## config.mk

```make
export PLATFORM = sky130hd
export DESIGN_NAME = nsc_back
export DESIGN_NICKNAME = d
export VERILOG_FILES = /design/src/rtl/nsc_pkg.sv /design/src/rtl/nsc_back.sv
export SDC_FILE = /design/constraint.sdc
export NUM_CORES = 1
export LEC_CHECK = 0
export ABC_AREA = 1
export BUFFER_PORTS_ARGS = -buffer_cell sky130_fd_sc_hd__buf_2
export CAP_MARGIN = 20
export CORE_UTILIZATION = 65
export CTS_BUF_LIST = sky130_fd_sc_hd__clkbuf_8
export CTS_CLUSTER_DIAMETER = 50
export CTS_CLUSTER_SIZE = 24
export DETAILED_ROUTE_END_ITERATION = 8
export HOLD_SLACK_MARGIN = 0.05
export PLACE_DENSITY = 0.87
export SETUP_SLACK_MARGIN = 0.5
export SYNTH_ARGS = -nofsm -noshare
export SYNTH_HDL_FRONTEND = slang
export SYNTH_SLANG_ARGS = --single-unit
```

## constraint.sdc

```tcl
create_clock -name clk -period 4 [get_ports clk]
set_input_delay 0.2 -clock clk [delete_from_list [all_inputs] [get_ports clk]]
set_output_delay 0.2 -clock clk [all_outputs]
set_load 0.05 [all_outputs]
```

## src/rtl/nsc_pkg.sv

```systemverilog
// Shared types, character codes and the sentence kind table of the NMEA sentence checker.
// Depends on nothing; every other file of the block imports it.
`default_nettype none

package nsc_pkg;

  localparam logic [7:0] CH_DOLLAR = 8'h24;
  localparam logic [7:0] CH_BANG   = 8'h21;
  localparam logic [7:0] CH_STAR   = 8'h2A;
  localparam logic [7:0] CH_COMMA  = 8'h2C;
  localparam logic [7:0] CH_ONE    = 8'h31;
  localparam logic [7:0] CH_ZERO   = 8'h30;
  localparam logic [7:0] CH_NINE   = 8'h39;
  localparam logic [7:0] CH_UA     = 8'h41;
  localparam logic [7:0] CH_UF     = 8'h46;
  localparam logic [7:0] CH_LA     = 8'h61;
  localparam logic [7:0] CH_LF     = 8'h66;
  localparam logic [7:0] ARMOR_BASE = 8'd48;
  localparam logic [7:0] ARMOR_GAP  = 8'd40;
  localparam logic [7:0] ARMOR_SKIP = 8'd8;

  localparam int KIND_COUNT = 11;
  localparam logic [3:0] KIND_NONE = 4'd0;
  localparam logic [3:0] KIND_VDM  = 4'd11;

  localparam logic [23:0] KIND_TAGS [KIND_COUNT] = '{
    "GGA", "RMC", "VTG", "HDT", "HDG", "MTW", "DBT", "DPT", "MWV", "MWD", "VDM"
  };
  localparam logic [4:0] KIND_MIN [KIND_COUNT] = '{
    5'd7, 5'd9, 5'd6, 5'd2, 5'd2, 5'd2, 5'd4, 5'd2, 5'd6, 5'd6, 5'd6
  };

  // One classified line byte as it travels from front to back.
  typedef struct packed {
    logic [7:0] ch;
    logic       last;
    logic       is_start;
    logic       is_comma;
    logic       is_star;
    logic       is_nul;
    logic       is_one;
    logic       hex_ok;
    logic [3:0] hex_val;
    logic [5:0] six;
  } beat_t;

  typedef struct packed {
    logic        checksum_present;
    logic        checksum_valid;
    logic        has_address;
    logic [7:0]  talker_first;
    logic [7:0]  talker_second;
    logic [7:0]  id_first;
    logic [7:0]  id_second;
    logic [7:0]  id_third;
    logic [4:0]  field_count;
    logic [3:0]  sentence_kind;
    logic        mmsi_found;
    logic [29:0] mmsi;
  } result_t;

  // Sentence kind for a three-letter identifier, gated by the kind's minimum field count.
  function automatic logic [3:0] kind_lookup(logic [23:0] tag, logic [4:0] fields);
    logic [3:0] k;
    k = KIND_NONE;
    for (int i = 0; i < KIND_COUNT; i++) begin
      if (KIND_TAGS[i] == tag && fields >= KIND_MIN[i]) begin
        k = 4'(i + 1);
      end
    end
    return k;
  endfunction

endpackage

`default_nettype wire

```

## src/rtl/nsc_back.sv

```systemverilog
// Back end of the sentence checker: line state, checksum check and the result register.
// Depends on nsc_pkg for the beat and result types and the kind table.
`default_nettype none

module nsc_back
  import nsc_pkg::*;
#(
  parameter int FIELD_CAP = 20
) (
  input  wire logic  clk,
  input  wire logic  rst_n,
  input  wire logic  beat_avail,
  input  wire beat_t beat,
  output logic       beat_pop,
  output logic       res_valid,
  input  wire logic  res_ready,
  output result_t    res
);

  typedef enum logic [1:0] {PH_START, PH_BODY, PH_STAR, PH_IDLE} phase_t;

  phase_t      phase_r, phase_nxt, phase_upd;
  logic [7:0]  xor_r, xor_nxt;
  logic [2:0]  addr_len_r, addr_len_nxt;
  logic [15:0] talker_r, talker_nxt;
  logic [23:0] id_win_r, id_win_nxt;
  logic [4:0]  field_idx_r, field_idx_nxt;
  logic [2:0]  fchars_r, fchars_nxt;
  logic        frag_one_r, frag_one_nxt;
  logic        pay_long_r, pay_long_nxt;
  logic [29:0] mmsi_r, mmsi_nxt;
  logic [1:0]  star_cnt_r, star_cnt_nxt;
  logic [4:0]  hex_hi_r, hex_hi_nxt;
  logic        res_valid_r, res_valid_nxt;
  result_t     res_r, res_nxt;

  logic        present, valid, addr, found;
  logic [3:0]  kind;

  // A beat that closes a line needs room in the result register; others never wait.
  assign beat_pop  = beat_avail && (!beat.last || !res_valid_r || res_ready);
  assign res_valid = res_valid_r;
  assign res       = res_r;

  always_comb begin
    phase_upd     = phase_r;
    xor_nxt       = xor_r;
    addr_len_nxt  = addr_len_r;
    talker_nxt    = talker_r;
    id_win_nxt    = id_win_r;
    field_idx_nxt = field_idx_r;
    fchars_nxt    = fchars_r;
    frag_one_nxt  = frag_one_r;
    pay_long_nxt  = pay_long_r;
    mmsi_nxt      = mmsi_r;
    star_cnt_nxt  = star_cnt_r;
    hex_hi_nxt    = hex_hi_r;

    case (phase_r)
      PH_START: begin
        xor_nxt      = '0;
        addr_len_nxt = '0;
        talker_nxt   = '0;
        id_win_nxt   = '0;
        fchars_nxt   = '0;
        frag_one_nxt = 1'b0;
        pay_long_nxt = 1'b0;
        mmsi_nxt     = '0;
        star_cnt_nxt = '0;
        hex_hi_nxt   = '0;
        if (beat.is_start) begin
          field_idx_nxt = 5'd1;
          phase_upd     = PH_BODY;
        end else begin
          field_idx_nxt = 5'd0;
          phase_upd     = PH_IDLE;
        end
      end
      PH_BODY: begin
        if (beat.is_nul) begin
          phase_upd = PH_IDLE;
        end else if (beat.is_star) begin
          phase_upd = PH_STAR;
        end else begin
          xor_nxt = xor_r ^ beat.ch;
          if (beat.is_comma && field_idx_r < 5'(FIELD_CAP)) begin
            field_idx_nxt = field_idx_r + 5'd1;
            fchars_nxt    = '0;
          end else begin
            if (field_idx_r == 5'd1) begin
              if (addr_len_r == 3'd0) begin
                talker_nxt[15:8] = beat.ch;
              end else if (addr_len_r == 3'd1) begin
                talker_nxt[7:0] = beat.ch;
              end
              if (addr_len_r < 3'd5) begin
                addr_len_nxt = addr_len_r + 3'd1;
              end
              id_win_nxt = {id_win_r[15:0], beat.ch};
            end else if (field_idx_r == 5'd3) begin
              if (fchars_r == 3'd0) begin
                frag_one_nxt = beat.is_one;
              end
            end else if (field_idx_r == 5'd6) begin
              if (fchars_r == 3'd1) begin
                mmsi_nxt = {26'd0, beat.six[3:0]};
              end else if (fchars_r >= 3'd2 && fchars_r <= 3'd5) begin
                mmsi_nxt = {mmsi_r[23:0], beat.six};
              end else if (fchars_r == 3'd6) begin
                mmsi_nxt     = {mmsi_r[27:0], beat.six[5:4]};
                pay_long_nxt = 1'b1;
              end
            end
            if (fchars_r < 3'd7) begin
              fchars_nxt = fchars_r + 3'd1;
            end
          end
        end
      end
      PH_STAR: begin
        if (star_cnt_r == 2'd0) begin
          hex_hi_nxt   = beat.hex_ok ? {1'b1, beat.hex_val} : 5'd0;
          star_cnt_nxt = 2'd1;
        end else if (star_cnt_r == 2'd1) begin
          hex_hi_nxt = {hex_hi_r[4] && beat.hex_ok &&
                        ({hex_hi_r[3:0], beat.hex_val} == xor_r), 4'd0};
          star_cnt_nxt = 2'd2;
        end
      end
      default: begin
      end
    endcase

    phase_nxt = beat.last ? PH_START : phase_upd;

    // Result as the line stands once this beat is taken in.
    present = (phase_upd == PH_STAR);
    valid   = present && (star_cnt_nxt == 2'd2) && hex_hi_nxt[4];
    addr    = (addr_len_nxt >= 3'd5);
    kind    = (valid && addr) ? kind_lookup(id_win_nxt, field_idx_nxt) : KIND_NONE;
    found   = (kind == KIND_VDM) && frag_one_nxt && pay_long_nxt;

    res_nxt = '0;
    if (field_idx_nxt != 5'd0) begin
      res_nxt.checksum_present = present;
      res_nxt.checksum_valid   = valid;
      res_nxt.has_address      = addr;
      if (addr) begin
        res_nxt.talker_first  = talker_nxt[15:8];
        res_nxt.talker_second = talker_nxt[7:0];
        res_nxt.id_first      = id_win_nxt[23:16];
        res_nxt.id_second     = id_win_nxt[15:8];
        res_nxt.id_third      = id_win_nxt[7:0];
      end
      res_nxt.field_count   = field_idx_nxt;
      res_nxt.sentence_kind = kind;
      res_nxt.mmsi_found    = found;
      res_nxt.mmsi          = found ? mmsi_nxt : 30'd0;
    end

    res_valid_nxt = res_valid_r && !res_ready;
    if (beat_pop && beat.last) begin
      res_valid_nxt = 1'b1;
    end
  end

  always_ff @(posedge clk) begin
    if (!rst_n) begin
      phase_r     <= PH_START;
      xor_r       <= '0;
      addr_len_r  <= '0;
      talker_r    <= '0;
      id_win_r    <= '0;
      field_idx_r <= '0;
      fchars_r    <= '0;
      frag_one_r  <= 1'b0;
      pay_long_r  <= 1'b0;
      mmsi_r      <= '0;
      star_cnt_r  <= '0;
      hex_hi_r    <= '0;
      res_valid_r <= 1'b0;
      res_r       <= '0;
    end else begin
      res_valid_r <= res_valid_nxt;
      if (beat_pop) begin
        phase_r     <= phase_nxt;
        xor_r       <= xor_nxt;
        addr_len_r  <= addr_len_nxt;
        talker_r    <= talker_nxt;
        id_win_r    <= id_win_nxt;
        field_idx_r <= field_idx_nxt;
        fchars_r    <= fchars_nxt;
        frag_one_r  <= frag_one_nxt;
        pay_long_r  <= pay_long_nxt;
        mmsi_r      <= mmsi_nxt;
        star_cnt_r  <= star_cnt_nxt;
        hex_hi_r    <= hex_hi_nxt;
      end
      if (beat_pop && beat.last) begin
        res_r <= res_nxt;
      end
    end
  end

endmodule

`default_nettype wire

```

; ---- Word level (Yosys, flattened, before mapping)
; Index checks and enable logic that the tools add are counted.
[word_totals]
wordCells = 194
register_bits = 184
[op_classes]
magnitude_cmp = 11
add_sub_neg = 3
n_reduce_logical = 38
n_eq_ne = 28
muxes = 87
bitwise_logic = 1
[op_table]
columns = op, n
row1 = $mux W30, 10
row2 = $eq A23 B24 Y1 const A, 11
row3 = $mux W24, 4
row4 = $mux W83, 1
row5 = $mux W16, 4
row6 = $pmux W30 S2, 1
row7 = $pmux W24 S2, 1
row8 = $mux W4, 11
row9 = $mux W40, 1
row10 = $mux W8, 5
row11 = $pmux W16 S2, 1
row12 = $mux W5, 6
row13 = $mux W3, 9
row14 = $logic_and A1 B1 Y1, 23
row15 = $pmux W5 S2, 2
row16 = $mux W1, 18
row17 = $pmux W8 S2, 1
row18 = $ge A5 B3 Y1 const B, 3
row19 = $mux W2, 6
row20 = $pmux W3 S2, 2
row21 = $eq A8 B8 Y1, 1
row22 = $pmux W2 S2, 2
row23 = $xor A8 B8 Y8, 1
row24 = $add A3 B1 Y3 const B, 2
row25 = other kinds (28), 42

; ---- Logic depth before layout (Yosys ltp)
[logic_depth]
depth_word = 25
mapped_depth = 23
ltp_nobuf = 21

; ---- Worst setup path after synthesis
; No wires, ideal clock.
[synth_timing]
path_kind = register to register
startpoint = register field_idx_r[1]
endpoint = register res_r (netlist bit res[1])
period_less_slack_ns = 2.465
slack_ns = 1.535
t_required_ns = 3.930
t_arrival_ns = 2.395
path_stages_with_launch = 22
path_cell_list = dfxtp_1 -> inv_1 -> ha_1 -> nand2_2 -> nor2_8 -> nand2_4 -> buf_6 -> nand2_1 -> nand3_1 -> nand2_1 -> a21oi_1 -> nand2_1 -> nor2_2 -> nand2_1 -> nor2_1 -> nor2_1 -> nand2_2 -> nand3_2 -> nor2_4 -> buf_6 -> nand3_1 -> a21oi_1
[synth_between]
elab_chain_len = 25
[synth_lines]
columns = item, line_no
row1 = "start, declared", nsc_back.sv:27  ; logic [4:0] field_idx_r, field_idx_nxt;
row2 = "start signal, assigned", nsc_back.sv:191  ; field_idx_r <= field_idx_nxt;
row3 = $lt A5 B5 Y1 / $eq A5 B1 Y1 (equally long branches), "nsc_back.sv:86, nsc_back.sv:90"
row4 = $logic_and A1 B1 Y1 / $mux W24 (equally long branches), "nsc_back.sv:86, nsc_back.sv:90"
row5 = $mux W5 / $mux W24 (equally long branches), nsc_back.sv:86  ; if (beat.is_comma && field_idx_r < 5'(FIELD_CAP)) begin
row6 = $mux W5 / $mux W24 (equally long branches), nsc_back.sv:82  ; end else if (beat.is_star) begin
row7 = $mux W5 / $mux W24 (equally long branches), nsc_back.sv:80  ; if (beat.is_nul) begin
row8 = $pmux W5 S2 / $pmux W24 S2 (equally long branches), nsc_back.sv:59  ; case (phase_r)
row9 = $ge A5 B3 Y1 / $eq A23 B24 Y1 (equally long branches), nsc_pkg.sv:67  ; if (KIND_TAGS[i] == tag && fields >= KIND_MIN[i]) begin
row10 = $logic_and A1 B1 Y1, nsc_pkg.sv:67
row11 = $mux W1, nsc_pkg.sv:67
row12 = $mux W4 (10 in series), nsc_pkg.sv:67
row13 = $mux W4, nsc_back.sv:140  ; kind = (valid && addr) ? kind_lookup(id_win_nxt, field_idx_nxt) : KIND_NONE;
row14 = $eq A4 B4 Y1, nsc_back.sv:141  ; found = (kind == KIND_VDM) && frag_one_nxt && pay_long_nxt;
row15 = $logic_and A1 B1 Y1 (2 in series), nsc_back.sv:141
row16 = $mux W30, nsc_back.sv:158  ; res_nxt.mmsi = found ? mmsi_nxt : 30'd0;
row17 = $mux W83 (*), nsc_back.sv:144  ; if (field_idx_nxt != 5'd0) begin
row18 = "end signal, assigned", nsc_back.sv:200  ; res_r <= res_nxt;
row19 = "end, declared", nsc_back.sv:35  ; result_t res_r, res_nxt;
; Mark *: on every way between the ends. The rest lies on a longest branch, timed or not.
; A chain may end at the register's enable or synchronous reset.

; ---- Worst setup path in the final report
[layout_timing]
startpoint = register phase_r[1]
endpoint = register res_r (netlist bit res[8])
[layout_between]
elab_chain_len = 21
[layout_lines]
columns = item, line_no
row1 = "start, declared", nsc_back.sv:22  ; phase_t phase_r, phase_nxt, phase_upd;
row2 = "start signal, assigned", nsc_back.sv:186  ; phase_r <= phase_nxt;
row3 = $eq A2 B1 Y1 / $logic_not A2 Y1 (equally long branches), nsc_back.sv:59
row4 = $pmux W5 S2 / $pmux W24 S2 (equally long branches), nsc_back.sv:59
row5 = $ge A5 B3 Y1 / $eq A23 B24 Y1 (equally long branches), nsc_pkg.sv:67
row6 = $logic_and A1 B1 Y1, nsc_pkg.sv:67
row7 = $mux W1, nsc_pkg.sv:67
row8 = $mux W4 (10 in series), nsc_pkg.sv:67
row9 = $mux W4, nsc_back.sv:140
row10 = $eq A4 B4 Y1, nsc_back.sv:141
row11 = $logic_and A1 B1 Y1 (2 in series), nsc_back.sv:141
row12 = $mux W30, nsc_back.sv:158
row13 = $mux W83 (*), nsc_back.sv:144
; Marks and branches as above.

==> flow_summary.json <==
{
  "outcome": "finished, final reports clean",
  "cp-end-kind": "flip-flop",
  "viasPerCell": 5.93,
  "wirelength_um": 28900,
  "min_period_ns": 3.29,
  "track_usage_pct": 36.1,
  "row_count": 45,
  "dp_hpwl_um": 19600,
  "setup-violations-final": 0,
  "fmax_ghz": 0.304,
  "grt_pass1_wl_um": 47100,
  "tightest_slew_ns": 1.04,
  "ys_seq_area_share_pct": 36.3,
  "cpMaxStageDelayCell": "dfxtp_1",
  "drc": 0,
  "vias": 10900,
  "rsz0062_at_grt": "false",
  "worst_ep_arrival_time_ns": 3.68,
  "critical-path-top-delay-family": "simple AND/OR/NAND/NOR gates",
  "crit_chain": "inv_2 > nor2_1 > inv_1 > nor3_1 > nand3b_1 > nand2_1 > nor2_2 > nand3_2 > nor2_4 > buf_6 > nand3_1 > a21oi_1",
  "post_cts_buffers": 0,
  "htree_levels": 4,
  "finClkSkew_ns": 0.00977,
  "synthFlopType": "dfxtp_1",
  "initial_core_util_pct": 66.8,
  "synth.most_common_cell": "nand2_1",
  "drv_cap": 0,
  "placed_cell_area_um2": 10700,
  "overflow": 0,
  "cp_max_fo": 31,
  "yosys-top-cells-count": "nand2_1, a21oi_1, dfxtp_1",
  "netlist_top_cells_area": "dfxtp_1, nand2_1, a21oi_1",
  "worstSetupPathType": "reg2reg",
  "crit_buf_inv": 3,
  "netlist_area_um2": 10100,
  "hold_class": "in2reg",
  "postRouteAntennaNets": 0,
  "cts_tree": "built",
  "root_buffer": "clkbuf_8",
  "antenna_found_initial": 1,
  "required_ns": 4.39,
  "syn_to_final_growth_pct": 10.5,
  "fin_ws_ns": 0.714,
  "grt_max_degree": 103,
  "syn-num-nets": 1610,
  "die_h_um": 127,
  "clk_path_buf_depth": 2,
  "ir_drop_uv": 222,
  "finish.instance_area_um2": 11200,
  "synth_cell_type_count": 42,
  "io_pins": 114,
  "yosysWarnings": 0,
  "synth.avg_cell_area_um2": 6.47,
  "synth_edf_count": 0,
  "finalHoldViolCount": 0,
  "die_area_um2": 16100,
  "synthCells": 1568,
  "yosysTopAreaCellShare_pct": 36.3,
  "slew_headroom_pct": 30.6,
  "nNetsFinal": 1684,
  "min_period_over_period_pct": 82.2,
  "cts_num_sinks": 184,
  "cts_made_buffers": 17,
  "p_leak_nw": 4.33,
  "place_ws_ns": 0.691,
  "clk_latency_ns": 0.48,
  "place_congestion": 0.922,
  "die_w_um": 127,
  "core_um2": 15200,
  "whs_ns": 0.102,
  "critPathLaunchType": "flip-flop",
  "powerDensity_nw_per_um2": 304,
  "grt_pass1_vias": 9746,
  "yosysTopAreaCell": "dfxtp_1",
  "port_buffers": 113,
  "synth-seq-cells": 184,
  "drive_above_1_share_pct": 14.0,
  "drv_slew": 0,
  "path_clk_slew_ns": 0.09,
  "async_reset_ff_share_pct": 0,
  "initialDrtViolationCount": 1171,
  "wl_per_cell_um": 15.7,
  "dr.pass1.iters": 8,
  "max_stage_delay_ns": 0.65,
  "tns_ns": 0
}
power breakdown:
part	leakage (nW)	internal, mW	switching (mW)	total, mW
sequential	1.49	1.85	0.0173	1.86
clock	0.182	0.468	0.698	1.17
combinational	2.67	0.0916	0.282	0.374
total	4.33	2.41	0.997	3.40
path summary, 6_finish.rpt:
| kind | from | end | slack, ns | cells after the start |
|---|---|---|---|---|
| hold / removal | beat[15] | phase_r[1]$_SDFFE_PN0P_ | 0.10 | 4 |
| setup reg to reg | phase_r[1]$_SDFFE_PN0P_ | res[8]$_SDFFE_PN0P_ | 0.71 | 12 |
| setup / recovery | phase_r[1]$_SDFFE_PN0P_ | res[8]$_SDFFE_PN0P_ | 0.71 | 12 |
| hold reg to reg | xor_r[5]$_SDFFE_PN0P_ | xor_r[5]$_SDFFE_PN0P_ | 0.44 | 1 |
worst reg2reg max path: cells and delay by family (launching register included):
family / cells / cell delay, ns
compound gates: 1 / 0.16
simple gates: 8 / 1.75
flops: 1 / 0.65
buf+inv: 3 / 0.64
placed cells by master (no fill, tap or decap), drive strengths merged, types with 17 or more instances in the layout:
master,n
nand3,110
a21oi,217
inv,157
clkbuf,19
o22ai,21
nand4,17
o21ai,91
nand2,512
buf,133
nor2,83
dfxtp,184
metal layers:
metal	share of wire [%]	track usage (%)
met1	43	49.3
met2	45	56.8
met3	9.3	5.53
met4	2.8	15.5
met5	0	0
per-stage QoR:
step	std cells	total power, mW	utilization [%]
after floorplan	1568	2.15	-
after global placement	1798	2.25	70.5
after detailed placement	1798	2.25	70.5
after CTS	1841	3.40	73.6
after global routing	1843	3.51	73.8
final	1844	3.40	73.8
state kept, by name, indices dropped and copies added (netlist names):
register,cells
frag_one_r,1
star_cnt_r,2
res,83
xor_r,8
res_valid,1
hex_hi_r,5
addr_len_r,3
fchars_r,3
field_idx_r,5
pay_long_r,1
id_win_r,24
phase_r,2
talker_r,16
mmsi_r,30
what timing repair did:
| item | in CTS | in global routing |
|---|---|---|
| endpoints found under the setup margin | 0 | 32 |
| hold endpoints to repair | 11 | 0 |
| resized for setup | 0 | 2 |
| hold buffers | 11 | 0 |
area by class of cell:
class / instances / area, µm²
Antenna cell: 1 / 2.50
Clock buffer: 19 / 262
Clock inverter: 13 / 101
Fill cell: 1301 / 3990
Inverter: 154 / 581
Multi-Input combinational cell: 1141 / 5510
Sequential cell: 184 / 3680
Tap cell: 188 / 235
Timing Repair Buffer: 144 / 846
kinds of logic after synthesis:
logic type      after synthesis  synth area share, %
buf+inv                     245                 9.79
xor+xnor                      3                0.259
fa+ha+maj                    13                 1.60
simple gates                740                 31.4
flops                       184                 36.3
compound gates              383                 20.7
No activity file was read; power rests on OpenSTA's default activity.
